### src/hdl/assert_macros.svh
// Assertion helpers shared by the decoder modules.
`ifndef ASSERT_MACROS_SVH
`define ASSERT_MACROS_SVH

// Clocked check, disabled while reset is asserted.
`define B64D_ASSERT(lbl, clk, rst_n, prop, msg) \
	lbl: assert property (@(posedge clk) disable iff (!rst_n) prop) else $error(msg);

// Clocked implication, disabled while reset is asserted.
`define B64D_ASSERT_IMPL(lbl, clk, rst_n, ante, cons, msg) \
	lbl: assert property (@(posedge clk) disable iff (!rst_n) (ante) |-> (cons)) \
		else $error(msg);

`endif

### src/hdl/b64d_pkg.sv
// ----------------------------------------------------------------------------
// b64d_pkg
// Shared types, codes and the character decode table of the base64 decoder.
// ----------------------------------------------------------------------------
`default_nettype none

package b64d_pkg;

	localparam int QUEUE_DEPTH = 4;

	localparam logic KIND_CHAR = 1'b0;
	localparam logic KIND_END  = 1'b1;

	localparam logic [1:0] ST_OK        = 2'd0;
	localparam logic [1:0] ST_BAD_LEN   = 2'd1;
	localparam logic [1:0] ST_STRAY_PAD = 2'd2;
	localparam logic [1:0] ST_BAD_CHAR  = 2'd3;

	localparam logic [7:0] CH_PLUS  = 8'h2B;
	localparam logic [7:0] CH_SLASH = 8'h2F;
	localparam logic [7:0] CH_PAD   = 8'h3D;

	localparam logic [5:0] OFS_LOWER = 6'd26;
	localparam logic [5:0] OFS_DIGIT = 6'd52;
	localparam logic [5:0] VAL_PLUS  = 6'd62;
	localparam logic [5:0] VAL_SLASH = 6'd63;

	// One decoded group or one end-of-string status for the back end.
	typedef struct packed {
		logic        is_status;
		logic [1:0]  status;
		logic [23:0] word;
		logic [1:0]  count;   // data bytes in word, 1..3
	} job_t;

	typedef struct packed {
		logic       ok;
		logic [5:0] value;
	} sextet_t;

	function automatic sextet_t sextet_of(input logic [7:0] c);
		sextet_t r;
		r.ok    = 1'b1;
		r.value = 6'd0;
		if (c >= 8'h41 && c <= 8'h5A) begin
			r.value = 6'(c - 8'h41);
		end else if (c >= 8'h61 && c <= 8'h7A) begin
			r.value = 6'(c - 8'h61) + OFS_LOWER;
		end else if (c >= 8'h30 && c <= 8'h39) begin
			r.value = 6'(c - 8'h30) + OFS_DIGIT;
		end else if (c == CH_PLUS) begin
			r.value = VAL_PLUS;
		end else if (c == CH_SLASH) begin
			r.value = VAL_SLASH;
		end else begin
			r.ok = 1'b0;
		end
		return r;
	endfunction

endpackage

`default_nettype wire

### src/hdl/b64d_front.sv
// ----------------------------------------------------------------------------
// b64d_front
// Accepts characters, tracks group and error state, and queues one job per
// completed error-free group and one per end-of-string item.
// ----------------------------------------------------------------------------
`default_nettype none

module b64d_front (
	input  wire logic           clk,
	input  wire logic           arst_n,
	input  wire logic           in_valid,
	output logic                in_ready,
	input  wire logic           kind,
	input  wire logic [7:0]     symbol,
	input  wire logic           q_full,
	output logic                q_push,
	output b64d_pkg::job_t      q_job
);

	logic [17:0] bits_q;
	logic [1:0]  pos_q;
	logic [1:0]  pad_q;
	logic        padded_done_q;
	logic        stray_q;
	logic        bad_q;

	b64d_pkg::sextet_t dec;
	logic [5:0] v;
	logic [1:0] pad_n;
	logic       stray_n;
	logic       bad_n;
	logic [1:0] st;
	logic       accept;

	assign in_ready = !q_full;
	assign accept   = in_valid && in_ready;

	always_comb begin
		dec     = b64d_pkg::sextet_of(symbol);
		v       = dec.value;
		pad_n   = pad_q;
		stray_n = stray_q | padded_done_q;
		bad_n   = bad_q;
		if (symbol == b64d_pkg::CH_PAD) begin
			v = 6'd0;
			if (pos_q < 2'd2) stray_n = 1'b1;
			else pad_n = pad_q + 2'd1;
		end else begin
			if (!dec.ok) bad_n = 1'b1;
			if (pad_q != 2'd0) stray_n = 1'b1;
		end

		if (pos_q != 2'd0) st = b64d_pkg::ST_BAD_LEN;
		else if (stray_q) st = b64d_pkg::ST_STRAY_PAD;
		else if (bad_q) st = b64d_pkg::ST_BAD_CHAR;
		else st = b64d_pkg::ST_OK;

		q_job = '0;
		q_push = 1'b0;
		if (kind == b64d_pkg::KIND_END) begin
			q_job.is_status = 1'b1;
			q_job.status    = st;
			q_job.count     = 2'd1;
			q_push          = accept;
		end else begin
			q_job.word  = {bits_q, v};
			q_job.count = (pad_n <= 2'd2) ? 2'(2'd3 - pad_n) : 2'd1;
			q_push      = accept && pos_q == 2'd3 && !stray_n && !bad_n;
		end
	end

	always_ff @(posedge clk or negedge arst_n) begin
		if (!arst_n) begin
			bits_q        <= '0;
			pos_q         <= '0;
			pad_q         <= '0;
			padded_done_q <= 1'b0;
			stray_q       <= 1'b0;
			bad_q         <= 1'b0;
		end else if (accept) begin
			if (kind == b64d_pkg::KIND_END) begin
				bits_q        <= '0;
				pos_q         <= '0;
				pad_q         <= '0;
				padded_done_q <= 1'b0;
				stray_q       <= 1'b0;
				bad_q         <= 1'b0;
			end else begin
				stray_q <= stray_n;
				bad_q   <= bad_n;
				if (pos_q != 2'd3) begin
					bits_q <= {bits_q[11:0], v};
					pos_q  <= pos_q + 2'd1;
					pad_q  <= pad_n;
				end else begin
					bits_q <= '0;
					pos_q  <= '0;
					pad_q  <= '0;
					if (pad_n != 2'd0) padded_done_q <= 1'b1;
				end
			end
		end
	end

endmodule

`default_nettype wire

### src/hdl/b64d_queue.sv
// ----------------------------------------------------------------------------
// b64d_queue
// Small job FIFO between the front and back ends.
// ----------------------------------------------------------------------------
`default_nettype none

`include "assert_macros.svh"

module b64d_queue #(
	parameter int Depth = b64d_pkg::QUEUE_DEPTH
) (
	input  wire logic           clk,
	input  wire logic           arst_n,
	input  wire logic           push,
	input  wire b64d_pkg::job_t push_job,
	input  wire logic           pop,
	output logic                full,
	output logic                empty,
	output b64d_pkg::job_t      head
);

	localparam int AW = $clog2(Depth);
	localparam int CW = $clog2(Depth + 1);

	b64d_pkg::job_t mem_q [Depth];
	logic [AW-1:0] wr_q;
	logic [AW-1:0] rd_q;
	logic [CW-1:0] count_q;
	logic do_push;
	logic do_pop;

	assign full    = count_q == CW'(Depth);
	assign empty   = count_q == '0;
	assign head    = mem_q[rd_q];
	assign do_push = push && !full;
	assign do_pop  = pop && !empty;

	always_ff @(posedge clk) begin
		if (do_push) mem_q[wr_q] <= push_job;
	end

	always_ff @(posedge clk or negedge arst_n) begin
		if (!arst_n) begin
			wr_q    <= '0;
			rd_q    <= '0;
			count_q <= '0;
		end else begin
			if (do_push) wr_q <= (wr_q == AW'(Depth - 1)) ? '0 : wr_q + AW'(1);
			if (do_pop) rd_q <= (rd_q == AW'(Depth - 1)) ? '0 : rd_q + AW'(1);
			case ({do_push, do_pop})
				2'b10:   count_q <= count_q + CW'(1);
				2'b01:   count_q <= count_q - CW'(1);
				default: count_q <= count_q;
			endcase
		end
	end

	`B64D_ASSERT_IMPL(a_no_push_full, clk, arst_n, push, !full, "push into full queue")
	`B64D_ASSERT(a_count_range, clk, arst_n, count_q <= CW'(Depth), "queue count overflow")

endmodule

`default_nettype wire

### src/hdl/b64d_back.sv
// ----------------------------------------------------------------------------
// b64d_back
// Takes jobs from the queue and emits their bytes or status, one result per
// cycle while jobs wait and out_ready is high, via a registered output stage.
// ----------------------------------------------------------------------------
`default_nettype none

`include "assert_macros.svh"

module b64d_back (
	input  wire logic           clk,
	input  wire logic           arst_n,
	input  wire logic           q_empty,
	input  wire b64d_pkg::job_t q_head,
	output logic                q_pop,
	output logic                out_valid,
	input  wire logic           out_ready,
	output logic                is_status,
	output logic [7:0]          data_byte,
	output logic [1:0]          status,
	output logic                last_of_run
);

	logic       valid_q;
	logic [1:0] idx_q;
	logic       is_status_q;
	logic [7:0] byte_q;
	logic [1:0] status_q;
	logic       last_q;

	logic       advance;
	logic       last_n;
	logic [7:0] byte_n;

	assign out_valid   = valid_q;
	assign is_status   = is_status_q;
	assign data_byte   = byte_q;
	assign status      = status_q;
	assign last_of_run = last_q;

	assign advance = !q_empty && (!valid_q || out_ready);
	assign last_n  = q_head.is_status || (idx_q + 2'd1 == q_head.count);
	assign q_pop   = advance && last_n;

	always_comb begin
		case (idx_q)
			2'd0:    byte_n = q_head.word[23:16];
			2'd1:    byte_n = q_head.word[15:8];
			default: byte_n = q_head.word[7:0];
		endcase
		if (q_head.is_status) byte_n = 8'd0;
	end

	always_ff @(posedge clk) begin
		if (advance) begin
			is_status_q <= q_head.is_status;
			byte_q      <= byte_n;
			status_q    <= q_head.is_status ? q_head.status : b64d_pkg::ST_OK;
			last_q      <= last_n;
		end
	end

	always_ff @(posedge clk or negedge arst_n) begin
		if (!arst_n) begin
			valid_q <= 1'b0;
			idx_q   <= '0;
		end else begin
			if (advance) valid_q <= 1'b1;
			else if (out_ready) valid_q <= 1'b0;
			if (advance) idx_q <= last_n ? 2'd0 : idx_q + 2'd1;
		end
	end

	// Partway through a group the job must still sit at the queue head.
	`B64D_ASSERT_IMPL(a_mid_job_head, clk, arst_n, idx_q != 2'd0, !q_empty, "lost job mid-group")
	`B64D_ASSERT(a_idx_range, clk, arst_n, idx_q <= 2'd2, "byte index out of range")

endmodule

`default_nettype wire

### src/hdl/base64_decoder_checked_core.sv
// ----------------------------------------------------------------------------
// base64_decoder_checked_core
// Streaming base64 decoder with end-of-string error status.
// ----------------------------------------------------------------------------
// One character is accepted every cycle while the job queue has room. Each
// complete error-free group of four gives one to three data bytes, and each
// end-of-string item gives one status item. Results leave one per cycle
// while out_ready is high, from a registered output stage: each job is
// written into the job queue and its bytes then go through the output
// register in turn. The front end stalls (in_ready low) only when the job
// queue of QDepth entries is full. The back end issues one result per cycle,
// which is more than a full-rate input can produce (three bytes per four
// characters), so the queue only fills while out_ready is held low.
`default_nettype none

module base64_decoder_checked_core #(
	parameter int QDepth = b64d_pkg::QUEUE_DEPTH
) (
	input  wire logic       clk,
	input  wire logic       arst_n,
	input  wire logic       in_valid,
	output logic            in_ready,
	input  wire logic       kind,
	input  wire logic [7:0] symbol,
	output logic            out_valid,
	input  wire logic       out_ready,
	output logic            is_status,
	output logic [7:0]      data_byte,
	output logic [1:0]      status,
	output logic            last_of_run
);

	logic           q_full;
	logic           q_empty;
	logic           q_push;
	logic           q_pop;
	b64d_pkg::job_t q_job;
	b64d_pkg::job_t q_head;

	b64d_front u_front (
		.clk      (clk),
		.arst_n   (arst_n),
		.in_valid (in_valid),
		.in_ready (in_ready),
		.kind     (kind),
		.symbol   (symbol),
		.q_full   (q_full),
		.q_push   (q_push),
		.q_job    (q_job)
	);

	b64d_queue #(
		.Depth (QDepth)
	) u_queue (
		.clk      (clk),
		.arst_n   (arst_n),
		.push     (q_push),
		.push_job (q_job),
		.pop      (q_pop),
		.full     (q_full),
		.empty    (q_empty),
		.head     (q_head)
	);

	b64d_back u_back (
		.clk         (clk),
		.arst_n      (arst_n),
		.q_empty     (q_empty),
		.q_head      (q_head),
		.q_pop       (q_pop),
		.out_valid   (out_valid),
		.out_ready   (out_ready),
		.is_status   (is_status),
		.data_byte   (data_byte),
		.status      (status),
		.last_of_run (last_of_run)
	);

endmodule

`default_nettype wire

### config.mk
export PLATFORM = sky130hd
export DESIGN_NAME = base64_decoder_checked_core
export DESIGN_NICKNAME = d
export VERILOG_FILES = /design/src/hdl/b64d_pkg.sv /design/src/hdl/b64d_front.sv /design/src/hdl/b64d_queue.sv /design/src/hdl/b64d_back.sv /design/src/hdl/base64_decoder_checked_core.sv
export VERILOG_INCLUDE_DIRS = /design/src /design/src/hdl
export SDC_FILE = /design/constraint.sdc
export NUM_CORES = 1
export LEC_CHECK = 0
export BUFFER_PORTS_ARGS = -buffer_cell sky130_fd_sc_hd__buf_2
export CAP_MARGIN = 20
export CORE_MARGIN = 2
export CORE_UTILIZATION = 65
export CTS_CLUSTER_DIAMETER = 200
export DETAILED_ROUTE_END_ITERATION = 10
export PLACE_DENSITY = 0.81
export SETUP_SLACK_MARGIN = 0.02
export SLEW_MARGIN = 30
export SYNTH_ARGS = -nofsm -noshare
export SYNTH_HDL_FRONTEND = slang
export SYNTH_SLANG_ARGS = --single-unit
### constraint.sdc
create_clock -name clk -period 7.8 [get_ports clk]
set_input_delay 0.78 -clock clk [delete_from_list [all_inputs] [get_ports clk]]
set_output_delay 0.78 -clock clk [all_outputs]
set_load 0.01 [all_outputs]
==> impl_summary.txt, run 1 <==
----------------------------------------------------
[Detailed routing]
  Starting DRT DRC Count ... approximately 460
  Detailed-route wire length per cell ... 24.6 µm
  Detailed-routing iteration count for the pre-antenna-repair pass ... 5
  Wire length on met3 ... roughly 1300 µm
  Met2 Routed Length ... 8000 µm
  Post-detailed-routing wire length ... approximately 16000 µm
  DRC violation count after routing ... 0
  Number of antenna-violating nets in the routed design ... 0
  Number of vias in the routed layout ... 4265
  Via density per instance ... between 6 and 7
  Routed length on met1 ... 6070 µm
  Uppermost signal routing layer after detailed routing ... met4

[Setup path]
  Worst r2r dst ... u_queue.count_q[2]
  Category of the worst setup path launch point ... primary input
  CP max-delay cell ... a22oi_1
  Flop-to-flop setup slack ... 4670 ps
  Worst Setup Path Type ... primary input to flop
  Largest stage delay on the critical path ... 420 ps
  WP data arrival ... 3670 ps
  Reg-to-Reg Start ... u_queue.rd_q[0]
  Depth of the worst register-to-register path ... 11
  Kind of capture point of the worst setup path ... flop
  Ordered cell list for the critical path ... buf_2, inv_1, ha_1, nand2b_1, a22oi_1, o211a_1, a211o_1, and2_1, ha_1, inv_1, fa_1, xor2_1, nor2_1, xor2_1
  Critical path fanouts, max ... 8
  Required time worst endpoint ... ~8300 ps

[CTS]
  Total clock sinks ... between 150 and 200
  CTS H-Tree Depth ... 4
  Clock-pin slew of the registers on the worst-case setup and hold paths ... around 60 ps
  Clock latency on the worst-skew pair ... 520 ps
  Setup repair bufs after CTS ... 0
  Resize count post-CTS ... 0
  Cell at the root of the clock tree ... clkbuf_8
  Number of buffers created by CTS ... 17
  Number of buffers between clock root and the deepest sink ... 2
  Clock tree from TritonCTS ... yes
  Count of hold-fix buffers inserted at cts ... 0

[Floorplan]
  Num rows ... 38
  Initial Utilization ... 0.665
  Floorplan die height ... 109 µm
  Count of boundary I/O pins ... 27
  Core region area ... roughly 0.011 mm²
  Area of the die ... 0.0119 mm²
  Die Width ... 109 µm

[Logic synthesis]
  Fraction of the mapped netlist area in adder cells ... 0.0377
  Number of nets produced by synthesis ... 497
  Fraction of synthesized area in multiplexers ... 0.0942
  Register bit count reported by yosys ... around 160
  Mean instance size in the synthesized netlist ... 15.5 µm²
  Number of unique standard cell types used by synthesis ... 57
  Fraction of the yosys area taken by sequential cells ... 0.658
  Area of the mapped netlist ... between 0.007 and 0.008 mm²
  Post-synth EDFFs ... between 100 and 150
  Post-synthesis xor/xnor area fraction ... 0.0134
  Warnings from Yosys ... 0
  Dominant combinational cell family by area after synthesis ... multiplexers
  Compound-Gate Fraction of Synth Area ... 0.0876
  FFs w/ async S/R, synth ... 0.215
  Most common flop cell mapped by yosys ... edfxtp_1
  Post-Synth Simple-Gate Area ... 0.0843
  Cell count after synthesis ... 463

[Placed design]
  Weighted congestion reported at the end of routability-driven placement ... 0.869
  Number of instances in the placed design ... 614
  Detailed-placement wirelength estimate ... 9290 µm
  PortBufs ... 26

[Layout]
  Area occupied by multi-input gates ... 0.00229 mm²
  Net total in the final layout ... 527
  Layout Area Growth over Synthesis ... 12.9%
  Share of post-route cells with drive strength above 1 ... 0.194
  Most frequent standard cell in the layout excluding fill and tap cells ... edfxtp_1
  Most frequent cells in the layout ... 128 x edfxtp_1, 34 x dfrtp_1, 29 x mux4_2
  Cell Count, Final, Fillers Out ... 646
  Area taken by flip-flops and latches ... 0.00472 mm²
  Antenna diodes ... 0
  Filler cells ... 586

[Timing]
  Final Skew ... 13.7 ps
  Total count of hold-check failures in the final report ... 0
  Min cycle time layout ... about 3200 ps
  Setup TNS ... 0 ps
  Unrepaired setup endpoints after global routing ... false
  Number of setup violations in the final report ... 0
  Max-slew headroom ... 0.423
  Pin slew with the least headroom to its limit ... slightly below 900 ps
  Final Slew Violations ... 0
  Post-route clock period utilization ... 0.412
  Maximum clock frequency ... 311 MHz

[GRT]
  Largest net degree at the start of global routing ... 36
  Total global routing overflow ... 0
  All-layer global routing usage ... 0.292
  Number of antenna violations at the first check in global routing ... 0
  First-pass GRT wire length ... 24700 µm
  Via count of the first global-routing pass ... 4387

[Power and ir drop]
  Cell internal pwr ... 2010 µW
  Part of the total power dissipated in combinational logic ... 0.271
  Final Total Pwr ... 2840 µW
  Switching fraction of total power ... 0.292
  Worst VDD drop ... roughly 0.24 mV
  Leakage power ... 0.00297 µW
  Sequential share of power ... 0.408
  Clock power share ... 0.321
  Switching power of the nets ... 829 µW
  Power per unit of standard cell area ... 351 mW/mm²

[Status]
  Result of the run ... completed

[Min path]
  Path category of the worst min-delay check ... primary input to asynchronous set/reset pin

[Job]
  Maximum capacitance violations ... 0

----------------------------------------------------
## Yosys cell counts (all sizes together), types with 2 or more instances
cell / instances / area [µm²]
a21boi: 5 / 37.5
a22oi: 9 / 67.6
nor3: 8 / 40.0
o21ai: 9 / 45.0
buf: 10 / 52.6
dfrtp: 35 / 876
or3: 2 / 12.5
nor4: 2 / 12.5
nand3b: 2 / 15.0
xnor2: 8 / 70.1
nor2b: 20 / 125
nand3: 6 / 30.0
nor3b: 2 / 25.0
and2: 7 / 46.3
a211o: 4 / 35.0
a22o: 13 / 114
nor2: 13 / 48.8
o311a: 2 / 20.0
clkbuf: 12 / 46.3
nand4: 3 / 25.0
ha: 20 / 250
xor2: 3 / 26.3
nand2b: 6 / 37.5
o31ai: 6 / 45.0
nand2: 27 / 101
o211ai: 4 / 30.0
mux2: 2 / 22.5
mux4: 29 / 653
a21oi: 16 / 80.1
a32o: 3 / 30.0
a21o: 3 / 22.5
a41oi: 2 / 17.5
inv: 21 / 78.8
edfxtp: 128 / 3840
and3: 4 / 25.0
a221oi: 2 / 17.5
## worst max path at each step
stage / start / end
6_report: symbol[2] / u_queue.count_q[2]
5_1_grt: symbol[2] / u_queue.count_q[2]
4_1_cts: u_queue.rd_q[0] / u_queue.count_q[2]
3_5_place_dp: symbol[2] / u_queue.count_q[2]
3_3_place_gp: symbol[2] / u_queue.count_q[2]
2_1_floorplan: symbol[1] / u_queue.mem_q[3][0]
## critical path: cells and delay by family
kind            cells  cell delay, ps
compound gates      3            1020
xor+xnor            2             300
fa+ha+maj           3             810
simple gates        3             370
buf+inv             3             380
## layout make-up
class,count,area share
flip-flops and latches,163,0.583
clock buffers,22,0.0547
clock inverters,10,0.0253
repair buffers,33,0.0226
multi-input cells,257,0.283
well taps,140,0.0216
inverters,21,0.00974
## logic make-up after synthesis
group	count (synthesis)
AND/OR/NAND/NOR	108
AO/OA/AOI/OAI	86
XOR/XNOR	11
multiplexers	31
flip-flops	163
buffers and inverters	43
adder cells (fa/ha/maj)	21
## per-layer routing
metal	GRT usage	vias up
met4	0.142	0
met1	0.371	2131
met5	0	-
met2	0.472	240
met3	0.0747	39
li1	-	1855
## state kept, by name, summed over array words and instances, names as in the netlist
name / cells
u_back.is_status: 1
u_back.status: 2
u_front.stray_q: 1
u_front.pad_q: 2
u_front.padded_done_q: 1
u_queue.mem_q: 116
u_queue.rd_q: 2
u_back.idx_q: 2
u_front.bad_q: 1
u_front.pos_q: 2
u_queue.wr_q: 2
u_back.last_of_run: 1
u_back.out_valid: 1
u_back.data_byte: 8
u_queue.count_q: 3
u_front.bits_q: 18
## metrics by stage
stage	util	instance area, µm²	setup slack, ps	hold WS [ps]
after detailed placement	0.690	7450	4080	471
final	0.750	8100	4580	374
after global placement	0.690	7450	4190	464
after floorplan	-	7170	3960	455
after global routing	0.750	8100	4330	423
after CTS	0.750	8100	4610	380
## power groups by stage
stage	clock, µW	sequential (µW)	combinational (µW)
4_1_cts	917	1160	776
5_1_grt	952	1170	836
2_1_floorplan	0	1170	524
3_3_place_gp	0	1160	730
3_5_place_dp	0	1170	754
6_report	910	1160	770
Note: power is estimated with default switching activity, not from simulation.
==> run 2: changes to the inputs <==
--- a/config.mk
+++ b/config.mk
@@ -9,10 +9,10 @@
 export BUFFER_PORTS_ARGS = -buffer_cell sky130_fd_sc_hd__buf_2
 export CAP_MARGIN = 20
 export CORE_MARGIN = 2
-export CORE_UTILIZATION = 65
+export CORE_UTILIZATION = 61
 export CTS_CLUSTER_DIAMETER = 200
 export DETAILED_ROUTE_END_ITERATION = 10
-export PLACE_DENSITY = 0.81
+export PLACE_DENSITY = 0.77
 export SETUP_SLACK_MARGIN = 0.02
 export SLEW_MARGIN = 30
 export SYNTH_ARGS = -nofsm -noshare
==> constraint.sdc (replaced) <==
create_clock -name clk -period 3.1 [get_ports clk]
set_input_delay 0.31 -clock clk [delete_from_list [all_inputs] [get_ports clk]]
set_output_delay 0.31 -clock clk [all_outputs]
set_load 0.01 [all_outputs]
==> run 2 against run 1 <==
- the run now ends with hold timing left
- largest cell class unchanged
- critical endpoint unchanged
- final cell count up 1.7%
- clock skew decreased by 0.54 ps
- critical path type is now flop to flop
- global-route usage down 5.1 points
- worst hold slack worse by 390 ps
- clock power rose by 120%
- via count down 2.2%
==> impl_summary.txt, run 2 (same netlist as run 1, synthesis figures left out) <==
----------------------------------------------------
[GRT]
  Number of antenna violations at the first check in global routing ... 0 (unchanged)
  First-pass GRT wire length ... 23000 µm (was 24700 µm)
  Largest net degree at the start of global routing ... 36 (unchanged)
  Total global routing overflow ... 0 (unchanged)
  All-layer global routing usage ... 0.242 (was 0.292)
  Via count of the first global-routing pass ... 4255 (was 4387)

[Floorplan]
  Floorplan die height ... 112 µm (was 109 µm)
  Area of the die ... 0.0126 mm² (was 0.0119 mm²)
  Count of boundary I/O pins ... 27 (unchanged)
  Core region area ... 0.0115 mm² (was 0.0108 mm²)
  Die Width ... 112 µm (was 109 µm)
  Num rows ... 39 (was 38)
  Initial Utilization ... 0.625 (was 0.665)

[Setup path]
  Category of the worst setup path launch point ... flop (was primary input)
  Critical Path Start ... u_queue.rd_q[0] (was symbol[2])
  Worst Setup Path Type ... flop to flop (was primary input to flop)
  Ordered cell list for the critical path ... mux4_2, xnor2_1, a21o_1, and2_4, ha_1, inv_1, fa_1, xor2_1, nor2_1, xor2_1 (was buf_2, inv_1, ha_1, nand2b_1, a22oi_1, o211a_1, a211o_1, and2_1, ha_1, inv_1, fa_1, xor2_1, nor2_1, xor2_1)
  Kind of capture point of the worst setup path ... flop (unchanged)
  CP max-delay cell ... mux4_2 (was a22oi_1)
  Worst r2r dst ... u_queue.count_q[2] (unchanged)
  Reg-to-Reg Start ... u_queue.rd_q[0] (unchanged)
  Flop-to-flop setup slack ... 420 ps (was 4670 ps)
  Required time worst endpoint ... 3450 ps (was 8250 ps)
  Most used cell, CP ... xor2_1
  Largest stage delay on the critical path ... 550 ps (was 420 ps)
  WP data arrival ... 3030 ps (was 3670 ps)
  Depth of the worst register-to-register path ... 10 (was 11)
  Endpoint of the most critical setup path ... u_queue.count_q[2] (unchanged)
  Critical path fanouts, max ... 8 (unchanged)

[Power and ir drop]
  Final Total Pwr ... 6780 µW (was 2840 µW)
  Leakage power ... 0.00298 µW (was 0.00297 µW)
  Worst VDD drop ... 0.726 mV (was 0.245 mV)
  Power per unit of standard cell area ... 834 mW/mm² (was 351 mW/mm²)

[CTS]
  Count of hold-fix buffers inserted at cts ... 0 (unchanged)
  Number of buffers between clock root and the deepest sink ... 2 (unchanged)
  Clock-pin slew of the registers on the worst-case setup and hold paths ... 70 ps (was 60 ps)
  CTS H-Tree Depth ... 4 (unchanged)
  Resize count post-CTS ... 0 (unchanged)
  Clock latency on the worst-skew pair ... 430 ps (was 520 ps)
  Clock tree from TritonCTS ... yes (unchanged)
  Cell at the root of the clock tree ... clkbuf_16 (was clkbuf_8)
  Number of buffers created by CTS ... 17 (unchanged)
  Setup repair bufs after CTS ... 0 (unchanged)
  Total clock sinks ... 163 (unchanged)

[Timing]
  Total count of hold-check failures in the final report ... 20 (was 0)
  Max-slew headroom ... 0.439 (was 0.423)
  Number of setup violations in the final report ... 0 (unchanged)
  Worst hold margin ... -12.9 ps (was 374 ps)
  Final Skew ... 13.2 ps (was 13.7 ps)
  Setup WS post-layout ... 423 ps (was 4580 ps)
  Maximum clock frequency ... 374 MHz
  Post-route clock period utilization ... 0.863
  Min cycle time layout ... 2680 ps
  Final Slew Violations ... 0 (unchanged)
  Pin slew with the least headroom to its limit ... 841 ps (was 866 ps)
  Unrepaired setup endpoints after global routing ... false (unchanged)
  Setup TNS ... 0 ps (unchanged)

[Layout]
  Antenna diodes ... 0 (unchanged)
  Filler cells ... 731 (was 586)
  Net total in the final layout ... 535 (was 527)
  Biggest register ... u_queue.mem_q (unchanged)
  Layout Area Growth over Synthesis ... 13.2% (was 12.9%)
  Most frequent standard cell in the layout excluding fill and tap cells ... edfxtp_1 (unchanged)
  Core occupancy in the finished layout ... 0.708 (was 0.750)
  Share of post-route cells with drive strength above 1 ... 0.216 (was 0.194)
  Max FFs per register ... 116 (unchanged)
  Most frequent cells in the layout ... 128 x edfxtp_1, 34 x dfrtp_1, 29 x mux4_2 (unchanged)

[Detailed routing]
  Number of antenna-violating nets in the routed design ... 0 (unchanged)
  Starting DRT DRC Count ... 419 (was 458)
  Detailed-routing iteration count for the pre-antenna-repair pass ... 4 (was 5)
  Post-detailed-routing wire length ... 14300 µm (was 15900 µm)
  DRC violation count after routing ... 0 (unchanged)
  Detailed-route wire length per cell ... 21.8 µm (was 24.6 µm)
  Number of vias in the routed layout ... 4171 (was 4265)
  Via density per instance ... 6.35 (was 6.60)

[Placed design]
  PortBufs ... 26 (unchanged)
  Weighted congestion reported at the end of routability-driven placement ... 0.841 (was 0.869)
  Pre-CTS WS ... 201 ps (was 4080 ps)
  Detailed-placement wirelength estimate ... 8870 µm (was 9290 µm)

[Status]
  Violations in the final reports ... hold timing
  Result of the run ... finished, violations left (was completed)

[Min path]
  Path category of the worst min-delay check ... primary input to asynchronous set/reset pin (unchanged)

[Job]
  Maximum capacitance violations ... 0 (unchanged)

----------------------------------------------------
[run 2: cell types whose count changed in the layout (fill, tap and decap cells not counted), sizes merged]
cell      previous run  this run
inv                 21        24
bufinv               6         1
clkinvlp             0         3
clkbuf              22        18
clkinv               4         7
buf                 33        41
[run 2: critical path: cells and delay by family, from the launching register on]
kind                       cells  cell delay [ps]
buffers and inverters          1               60
AOI/OAI and AO/OA              1              210
adders and majority gates      2              550
xor gates and xnor gates       3              460
and+or+nand+nor                2              290
DFF                            1              480
muxes                          1              550
[run 2: layer usage]
layer / vias up / routed length, µm / global-route usage / share of wire
met3: 20 / 781 / 0.0486 / 0.055
met2: 166 / 7200 / 0.386 / 0.50
met5: - / 0 / 0 / 0
met4: 0 / 246 / 0.0829 / 0.017
li1: 1868 / - / - / -
met1: 2117 / 6090 / 0.340 / 0.43
[run 2: layout make-up]
type | instances | area (µm²) | area share
well taps | 143 | 179 | 0.0220
inverters | 21 | 78.8 | 0.00971
repair buffers | 41 | 293 | 0.0360
multi-input cells | 257 | 2290 | 0.282
flip-flops and latches | 163 | 4720 | 0.581
clock inverters | 14 | 131 | 0.0162
clock buffers | 18 | 429 | 0.0528
[run 2: stage by stage]
stage,hold WS (ps),cells,instance area [µm²]
finish,-12.9,657,8120
global route,53.5,657,8120
CTS,10.1,657,8120
detailed placement,447,625,7560
global placement,451,625,7560
floorplan,14.4,463,7170
[run 2: worst min-delay path by stage]
stage,cells after the start,slack (ps),to
floorplan,0,10,u_back.idx_q[0]
global placement,1,450,u_back.idx_q[1]
detailed placement,1,450,u_back.idx_q[0]
CTS,1,10,u_front.pos_q[1]
global route,1,50,u_queue.count_q[1]
finish,1,-10,u_front.pos_q[1]
[run 2: report_power, final]
part | leakage [µW] | switching, µW | total, µW | internal (µW)
sequential | 0.00161 | 163 | 2920 | 2760
combinational | 0.00110 | 1060 | 1890 | 833
clock | 0.000269 | 851 | 1960 | 1110
total | 0.00298 | 2070 | 6780 | 4710
==> run 3: changes to the inputs <==
--- a/config.mk
+++ b/config.mk
@@ -6,7 +6,7 @@
 export SDC_FILE = /design/constraint.sdc
 export NUM_CORES = 1
 export LEC_CHECK = 0
-export BUFFER_PORTS_ARGS = -buffer_cell sky130_fd_sc_hd__buf_2
+export BUFFER_PORTS_ARGS = -buffer_cell sky130_fd_sc_hd__buf_4
 export CAP_MARGIN = 20
 export CORE_MARGIN = 2
 export CORE_UTILIZATION = 61
@@ -14,7 +14,7 @@
 export DETAILED_ROUTE_END_ITERATION = 10
 export PLACE_DENSITY = 0.77
 export SETUP_SLACK_MARGIN = 0.02
-export SLEW_MARGIN = 30
+export SLEW_MARGIN = 5
 export SYNTH_ARGS = -nofsm -noshare
 export SYNTH_HDL_FRONTEND = slang
 export SYNTH_SLANG_ARGS = --single-unit
==> run 3 against run 2 <==
- the run now ends clean
- sequential cell count stayed put
- critical path depth stayed put
- cell area is 1.6% higher
- non-clock buffer count is 1 higher
- critical path type unchanged
- largest power group unchanged
==> impl_summary.txt, run 3 (same netlist as run 1, synthesis figures left out) <==
----------------------------------------------------
[CTS]
  Setup repair bufs after CTS ... 0 (unchanged)
  Number of buffers between clock root and the deepest sink ... 2 (unchanged)
  Cell at the root of the clock tree ... clkbuf_16 (unchanged)
  Total clock sinks ... 163 (unchanged)
  CTS H-Tree Depth ... 4 (unchanged)
  Clock latency on the worst-skew pair ... 420 ps (was 430 ps)
  Number of buffers created by CTS ... 17 (unchanged)
  Clock tree from TritonCTS ... yes (unchanged)
  Clock-pin slew of the registers on the worst-case setup and hold paths ... 60 ps (was 70 ps)

[Power and ir drop]
  Switching fraction of total power ... 0.291 (was 0.305)
  Cell internal pwr ... 5000 µW (was 4710 µW)
  Power per unit of standard cell area ... 854 mW/mm² (was 834 mW/mm²)
  Worst VDD drop ... 0.691 mV (was 0.726 mV)
  Leakage power ... 0.00303 µW (was 0.00298 µW)
  Switching power of the nets ... 2050 µW (was 2070 µW)
  Clock power share ... 0.311 (was 0.290)
  Part of the total power dissipated in combinational logic ... 0.274 (was 0.279)
  Final Total Pwr ... 7050 µW (was 6780 µW)
  Sequential share of power ... 0.415 (was 0.432)

[Setup path]
  Ordered cell list for the critical path ... mux4_2, xnor2_1, a21o_1, and2_4, ha_1, inv_1, fa_1, xor2_1, nor2_1, xor2_1 (unchanged)
  WP data arrival ... 3010 ps (was 3030 ps)
  Flop-to-flop setup slack ... 430 ps (was 420 ps)
  Critical path fanouts, max ... 8 (unchanged)
  Most used cell, CP ... xor2_1 (unchanged)
  CP max-delay cell ... mux4_2 (unchanged)
  Worst Setup Path Type ... flop to flop (unchanged)
  Required time worst endpoint ... 3440 ps (was 3450 ps)
  Largest stage delay on the critical path ... 530 ps (was 550 ps)
  Category of the worst setup path launch point ... flop (unchanged)
  Kind of capture point of the worst setup path ... flop (unchanged)

[Floorplan]
  Area of the die ... 0.0126 mm² (unchanged)
  Core region area ... 0.0115 mm² (unchanged)
  Die Width ... 112 µm (unchanged)
  Num rows ... 39 (unchanged)
  Initial Utilization ... 0.625 (unchanged)
  Floorplan die height ... 112 µm (unchanged)
  Count of boundary I/O pins ... 27 (unchanged)

[Detailed routing]
  Starting DRT DRC Count ... 496 (was 419)
  DRC violation count after routing ... 0 (unchanged)
  Via density per instance ... 6.31 (was 6.35)
  Number of antenna-violating nets in the routed design ... 0 (unchanged)
  Detailed-routing iteration count for the pre-antenna-repair pass ... 5 (was 4)
  Detailed-route wire length per cell ... 21.7 µm (was 21.8 µm)
  Post-detailed-routing wire length ... 14300 µm (about the same)
  Number of vias in the routed layout ... 4152 (was 4171)

[Placed design]
  Weighted congestion reported at the end of routability-driven placement ... 0.845 (was 0.841)
  Pre-CTS WS ... 214 ps (was 201 ps)
  Detailed-placement wirelength estimate ... 8980 µm (was 8870 µm)
  PortBufs ... 26 (unchanged)
  Number of instances in the placed design ... 625 (unchanged)
  Area after DPL ... 0.00763 mm² (was 0.00756 mm²)

[Layout]
  Antenna diodes ... 0 (unchanged)
  Share of post-route cells with drive strength above 1 ... 0.212 (was 0.216)
  Most frequent standard cell in the layout excluding fill and tap cells ... edfxtp_1 (unchanged)
  Filler cells ... 668 (was 731)
  Area occupied by multi-input gates ... 0.00229 mm² (unchanged)
  Area taken by flip-flops and latches ... 0.00472 mm² (unchanged)
  Total non-filler cell area in the finished layout ... 0.00826 mm² (was 0.00812 mm²)
  Max FFs per register ... 116 (unchanged)
  Biggest register ... u_queue.mem_q (unchanged)
  Layout Area Growth over Synthesis ... 15.1% (was 13.2%)
  Cell Count, Final, Fillers Out ... 658 (was 657)
  Net total in the final layout ... 536 (was 535)
  Most frequent cells in the layout ... 128 x edfxtp_1, 37 x buf_4, 34 x dfrtp_1 (was 128 x edfxtp_1, 34 x dfrtp_1, 29 x mux4_2)

[Timing]
  Post-route clock period utilization ... 0.860 (was 0.863)
  Total count of hold-check failures in the final report ... 0 (was 20)
  Maximum clock frequency ... 375 MHz (was 374 MHz)
  Pin slew with the least headroom to its limit ... 745 ps (was 841 ps)
  Final Slew Violations ... 0 (unchanged)
  Setup WS post-layout ... 434 ps (was 423 ps)
  Unrepaired setup endpoints after global routing ... false (unchanged)
  Final Skew ... 9.18 ps (was 13.2 ps)
  Setup TNS ... 0 ps (unchanged)
  Number of setup violations in the final report ... 0 (unchanged)
  Min cycle time layout ... 2670 ps (was 2680 ps)
  Max-slew headroom ... 0.502 (was 0.439)

[GRT]
  Via count of the first global-routing pass ... 4271 (was 4255)
  Total global routing overflow ... 0 (unchanged)
  All-layer global routing usage ... 0.241 (was 0.242)
  Number of antenna violations at the first check in global routing ... 0 (unchanged)
  First-pass GRT wire length ... 23000 µm (unchanged)
  Largest net degree at the start of global routing ... 36 (unchanged)

[Job]
  Maximum capacitance violations ... 0 (unchanged)

[Min path]
  Path category of the worst min-delay check ... primary input to flop (was primary input to asynchronous set/reset pin)

[Status]
  Result of the run ... completed (was finished, violations left)

----------------------------------------------------
run 3: layout make-up:
type	instances	area share
inverter	21	0.00955
multi-input combinational	257	0.277
timing repair buffer	42	0.0446
clock inverter	12	0.0221
clock buffer	20	0.0529
sequential	163	0.572
tap	143	0.0217
run 3: power groups by stage:
stage,combinational [µW],sequential [µW],clock [µW]
finish,1930,2930,2190
global route,2110,2960,2280
CTS,1950,2930,2210
detailed placement,1930,2970,0
global placement,1900,2950,0
floorplan,1320,2960,0
run 3: layer usage:
layer / wire length [µm] / track usage / up-vias
li1: - / - / 1872
met1: 6040 / 0.326 / 2116
met2: 7300 / 0.407 / 154
met3: 816 / 0.0491 / 10
met4: 114 / 0.0626 / 0
met5: 0 / 0 / -
run 3: worst paths after layout:
check                                      start                    end  cells past startpoint
setup / recovery                 u_queue.rd_q[0]     u_queue.count_q[2]                     10
hold / removal                         out_ready       u_back.out_valid                      4
setup reg to reg                 u_queue.rd_q[0]     u_queue.count_q[2]                     10
hold reg to reg            u_front.padded_done_q  u_front.padded_done_q                      1
max in group asynchronous                 arst_n        u_queue.rd_q[0]                      2
min in group asynchronous                 arst_n        u_back.idx_q[1]                      2
run 3: worst max-delay path: cells and delay by family (launching register included):
| kind | cells | cell delay [ps] |
|---|---|---|
| AO/OA/AOI/OAI | 1 | 200 |
| XOR/XNOR | 3 | 500 |
| adder cells (fa/ha/maj) | 2 | 550 |
| buffers and inverters | 1 | 60 |
| flip-flops | 1 | 470 |
| multiplexers | 1 | 530 |
| AND/OR/NAND/NOR | 2 | 300 |
run 3: through the flow:
stage,hold WS [ps],utilization
after global placement,294,0.665
after CTS,153,0.720
final,175,0.720
after floorplan,14.4,-
after detailed placement,306,0.665
after global routing,189,0.720
run 3: what timing repair did:
action                                 CTS  global route
endpoints found under the hold margin   35             0
hold buffers                             1             0
resized for setup                        0             0
